File: config.mk
export PLATFORM = sky130hd
export DESIGN_NAME = mwm_cfg
export DESIGN_NICKNAME = d
export VERILOG_FILES = /design/src/rtl/mwm_pkg.sv /design/src/rtl/mwm_cfg.sv
export SDC_FILE = /design/constraint.sdc
export NUM_CORES = 1
export LEC_CHECK = 0
export BUFFER_PORTS_ARGS = -buffer_cell sky130_fd_sc_hd__buf_2
export CAP_MARGIN = 25
export CORE_MARGIN = 5
export CORE_UTILIZATION = 42
export DETAILED_ROUTE_END_ITERATION = 10
export PLACE_DENSITY = 0.74
export SYNTH_ARGS = -nofsm -noshare
export SYNTH_HDL_FRONTEND = slang
export SYNTH_SLANG_ARGS = --single-unit
File: constraint.sdc
create_clock -name clk -period 1.2 [get_ports clk]
set_input_delay 0.18 -clock clk [delete_from_list [all_inputs] [get_ports clk]]
set_output_delay 0.18 -clock clk [all_outputs]
set_load 0.02 [all_outputs]
File: src/rtl/mwm_pkg.sv
// shared types, widths and register codes for the mecanum wheel mixer
package mwm_pkg;

    localparam int WHEEL_COUNT = 4;
    localparam int VEL_W       = 18;
    localparam int GAIN_W      = 20;
    localparam int LIM_W       = 15;
    localparam int RPM_W       = 16;
    localparam int FRAC_W      = 16;
    localparam int ROT_PROD_W  = VEL_W + GAIN_W + 1;
    localparam int ROT_W       = 22;
    localparam int SUM_W       = 23;
    localparam int PROD_W      = SUM_W + GAIN_W + 1;
    localparam int WHL_W       = 27;
    localparam int MAG_W       = WHL_W - 1;
    localparam int NUM_W       = MAG_W + LIM_W;
    localparam int Q_W         = LIM_W;
    localparam int ADDR_W      = 4;
    localparam int DATA_W      = 32;

    localparam logic [GAIN_W-1:0] ROT_GAIN_RST  = 20'd24248;
    localparam logic [GAIN_W-1:0] RPM_RATIO_RST = 20'd157970;
    localparam logic [LIM_W-1:0]  MAX_RPM_RST   = 15'd8000;

    typedef enum logic [1:0] {
        REG_ROT_GAIN  = 2'd0,
        REG_RPM_RATIO = 2'd1,
        REG_MAX_RPM   = 2'd2
    } reg_idx_t;

    typedef struct packed {
        logic [GAIN_W-1:0] rot_gain;
        logic [GAIN_W-1:0] rpm_ratio;
        logic [LIM_W-1:0]  max_rpm;
    } cfg_t;

    typedef struct packed {
        logic             neg;
        logic [RPM_W-1:0] wlow;
        logic [NUM_W-1:0] rem;
        logic [Q_W-1:0]   quot;
    } whl_t;

    typedef struct packed {
        whl_t [WHEEL_COUNT-1:0] whl;
        logic [MAG_W-1:0]       mx;
    } div_t;

endpackage

File: src/rtl/mwm_cfg.sv
// apb register file for gains and speed limit
module mwm_cfg (
    input  logic                       clk,
    input  logic                       rst_n,
    input  logic                       psel,
    input  logic                       penable,
    input  logic                       pwrite,
    input  logic [mwm_pkg::ADDR_W-1:0] paddr,
    input  logic [mwm_pkg::DATA_W-1:0] pwdata,
    output logic [mwm_pkg::DATA_W-1:0] prdata,
    output logic                       pready,
    output mwm_pkg::cfg_t              cfg
);
    import mwm_pkg::*;

    logic [GAIN_W-1:0] rot_gain_reg;
    logic [GAIN_W-1:0] rpm_ratio_reg;
    logic [LIM_W-1:0]  max_rpm_reg;
    reg_idx_t          idx;
    logic              wr_en;

    assign idx    = reg_idx_t'(paddr[3:2]);
    assign wr_en  = psel & penable & pwrite;
    assign pready = 1'b1;

    always_ff @(posedge clk or negedge rst_n)
    begin
        if (!rst_n)
        begin
            rot_gain_reg  <= ROT_GAIN_RST;
            rpm_ratio_reg <= RPM_RATIO_RST;
            max_rpm_reg   <= MAX_RPM_RST;
        end
        else if (wr_en)
        begin
            unique case (idx)
                REG_ROT_GAIN:  rot_gain_reg  <= pwdata[GAIN_W-1:0];
                REG_RPM_RATIO: rpm_ratio_reg <= pwdata[GAIN_W-1:0];
                REG_MAX_RPM:   max_rpm_reg   <= pwdata[LIM_W-1:0];
                default: ;
            endcase
        end
    end

    always_comb
    begin
        unique case (idx)
            REG_ROT_GAIN:  prdata = DATA_W'(rot_gain_reg);
            REG_RPM_RATIO: prdata = DATA_W'(rpm_ratio_reg);
            REG_MAX_RPM:   prdata = DATA_W'(max_rpm_reg);
            default:       prdata = '0;
        endcase
    end

    assign cfg.rot_gain  = rot_gain_reg;
    assign cfg.rpm_ratio = rpm_ratio_reg;
    assign cfg.max_rpm   = max_rpm_reg;

endmodule

# Word level (Yosys, flattened, before mapping)
# Cells that the tools add are included.
[classes]
eq_ne = 2
mul = 0
addsub = 0
shift = 0
bitwise = 2
n_reduce_logical = 4
magnitude_cmp = 0
n_mux = 1
div = 0
[ops]
columns = ["op", "count"]
rows = [
  ["$pmux 20 s3", 1],
  ["$reduce_and 2->1", 3],
  ["$and 1x1->1", 2],
  ["$eq 2x1->1 const B", 1],
  ["$eq 2x2->1 const B", 1],
  ["$logic_not 2->1", 1],
]
[word_totals]
reg_bits = 55
ramBits = 0
word_cells = 12
output_inout_bits = 88
latch_bits = 0
input_bits = 41
mem_bits_ro = 0
n_memories = 0

# Depth between registers and ports, before layout
[depth]
depth_word = 3
mapped_depth = 5
mapped_depth_nobuf = 3

# Worst setup path before layout
# Ideal clock, no wire load.
[synth_timing]
path_kind = "input to output"
from = "in paddr[2] (netlist name)"
to = "out prdata[0] (netlist name)"
t_required_ps = 1020
path_buffers = 2
arrival_time_ps = 1170
stages = 5
slack_ps = -150
path_cell_list = "buf_2 nor2b_1 clkbuf_1 nand2_1 o21ai_0"
[synth_between]
elab_chain_cells = 2
word_cells_on_any_way = 4
classes_between = "eq/ne: 2; mux: 1; reduce/logical: 1"
[synth_lines]
columns = ["item", "line", "source"]
rows = [
  ["start, declared", "mwm_cfg.sv:8", "input logic [mwm_pkg::ADDR_W-1:0] paddr,"],
  ["$eq 2x2->1 (tied with other cells)", "mwm_cfg.sv:47", "unique case (idx)"],
  ["$pmux 20 s3 *", "mwm_cfg.sv:47", ""],
  ["end, declared", "mwm_cfg.sv:10", "output logic [mwm_pkg::DATA_W-1:0] prdata,"],
]
# Mark *: on every way between the ends. The rest lies on a longest branch, timed or not.

# Worst setup path in the final report
[layout_timing]
from = "reg rpm_ratio_reg[13]"
to = "out prdata[13] (netlist name)"
[layout_between]
elab_chain_cells = 1
[layout_lines]
columns = ["item", "line", "source"]
rows = [
  ["start, declared", "mwm_cfg.sv:17", "logic [GAIN_W-1:0] rpm_ratio_reg;"],
  ["start signal, assigned", "mwm_cfg.sv:38", "REG_RPM_RATIO: rpm_ratio_reg <= pwdata[GAIN_W-1:0];"],
  ["$pmux 20 s3", "mwm_cfg.sv:47", ""],
]
# No other way between the ends.

==> results.txt <==
status: complete, but fails checks
failing checks: negative setup slack
Top FF cell, synth: dfrtp_1
Setup crit start kind: register
Inserted Clock Buffers: 5
Post-Synthesis Cells: 196
area post-placement: 3360 um2
Setup WS pre-CTS: -209 ps
routed wire length: 6.99 mm
largest area contributor in the netlist: dfrtp_1
Final ANT Viol Nets: 0
Worst path slowest cell: dfstp_2
number of global-route vias before repair: 2,128
Synth cell types: 18
final instance area: 3930 um2
Synth area leaders: dfrtp_1 (31%), dfstp_2 (22%), mux2_2 (15%), mux2_4 (11%), mux2i_1 (7.5%)
VDD IR max: 0.947 mV
share of cells above drive strength 1: 0.693
Hold WC Path Type: input port to register
Post-synth EDFFs: 0
vias: 1,978
I/O pin cnt: 129
max-cap viol count: 0
Commonest cells post-synth: mux2_2 (35), dfrtp_1 (33), dfstp_2 (22)
syn_area_per_cell: 13.6 um2
pwr dens: 1740 nW/um2
first-pass GRT wire length: 10.7 mm
Mapped Area: 2660 um2
DRC Markers: 0
Slew Viols, Final: 0
Die ar.: 8030 um2
critical path's top delay family: flip-flops
routability cong.: 0.759
starting density of the core: 0.427
simple-gate share of the synthesized area: 0.0442
async set-or-reset flop fraction in the synthesized netlist: 1.00
Setup Viol. Count Final: 34
placed insts: 378
minimum clock period: 1430 ps
Synth Register Bits: 55
Fin Clk Skew: 0 ps
I/O Buffers: 101
WS Path Type: register to output port
Leak: 2.01 nW
Setup WS post-layout: -230 ps
nets: 379
main combinational cell family by area after synthesis: multiplexers
fin cells: 416
largest net degree at the start of global routing: 56
worst-skew pair later-pin latency: 300 ps
Buf/Inv on CP: 1
Via density: 4.75
top-count cell post-synth: mux2_2
All-Layer GR Usage: 0.175
xor/xnor share of the synthesized area: 0
register area share after synthesis: 0.527
DIE WIDTH: 89.6 um
DRT iter0 DRCs: 56
fin util: 0.630
mux share of post-synthesis cell area: 0.336
Detailed Routing Iterations Pass 1: 4
Routed WL per cell: 16.8 um
CP Data Required Time: 1020 ps
area fraction of the dominant cell type after synthesis: 0.310
clk sinks: 55
CP peak stage delay: 560 ps
TritonCTS clock tree: yes
grt ovf: 0
HPWL Detailed: 4.80 mm
Arrival @ worst endpoint: 1250 ps
crit end category: output port
antenna violations before repair: 0
clock tree root buffer cell: clkbuf_8
n_diodes: 0
Final period util: 1.19
fmax: 699 MHz
area delta synth->final: 47.7%
warnings from Yosys: 0
CP Max Fanout: 2
TNS Setup: -3260 ps
core region area: 6240 um2
clock slew at reported path FFs: 90 ps
H-tree levels: 2
crit-path cells: mux2i_1 > o21ai_1 > buf_4
Rows: 29
Synth Area in Compound Gates: 0.0282
unrepaired setup endpoints after global routing: true
die height: 89.6 um
clock buffer depth: 2
Post-Synth Adder-Cell Area: 0
final hold viol count: 0
-- placed cells by master, fill, tap and decap left out, drive strengths merged --
master       instances
buf                147
clkbuf               8
conb                13
dfrtp               33
dfstp               22
dlygate4sd3          1
mux2                55
mux2i               20
nand2               15
nand3                1
nor2                 5
nor2b                1
nor3                 1
nor3b                1
o21ai               15
or3b                 1
-- cell type report --
type / instances / area [um2]
clock buffers: 8 / 80.1
repair buffers: 148 / 1160
well taps: 77 / 96.3
fillers: 479 / 2310
multi-input cells: 128 / 1190
flip-flops and latches: 55 / 1400
-- cell families after synthesis --
kind of cell	after synthesis
multiplexers	75
flip-flops	55
AND/OR/NAND/NOR	25
buffers and inverters	24
AO/OA/AOI/OAI	15
other	2
-- worst paths after layout --
path | to | cells after the start | slack, ps | startpoint
hold / removal | rpm_ratio_reg[17] | 2 | 120 | pwdata[17]
min in group asynchronous | rot_gain_reg[13] | 3 | 400 | rst_n
hold reg to reg | rot_gain_reg[17] | 1 | 540 | rot_gain_reg[17]
max in group asynchronous | max_rpm_reg[6] | 3 | 500 | rst_n
setup reg to reg | rpm_ratio_reg[14] | 3 | 270 | rpm_ratio_reg[14]
setup / recovery | prdata[13] | 3 | -230 | rpm_ratio_reg[13]
-- per-layer routing --
layer  vias up  GRT usage  wire (um)
li1        938          -          -
met1       957      0.242       3130
met2        75      0.281       3350
met3         8     0.0356        439
met4         0     0.0460         70
met5         -          0          0
-- metrics by stage --
step                hold WS [ps]  total power, mW
floorplan                   -116             4.27
global placement             195             5.04
detailed placement           204             5.10
CTS                          111             6.70
global route                 105             7.20
finish                       122             6.83
-- power by group --
part / total [mW] / switching, mW / internal [mW]
combinational: 3.08 / 1.46 / 1.61
sequential: 2.77 / 0.357 / 2.42
clock: 0.983 / 0.567 / 0.417
total: 6.83 / 2.39 / 4.45
-- repair_timing --
| item | in CTS | in global routing |
|---|---|---|
| hold buffers | 1 | 0 |
| pin swaps | 2 | 3 |
| endpoints found under the hold margin | 33 | 0 |
| gates resized for setup | 68 | 25 |
| setup buffers | 22 | 15 |
| endpoints found under the setup margin | 41 | 45 |
(Power assumes the default switching activity.)
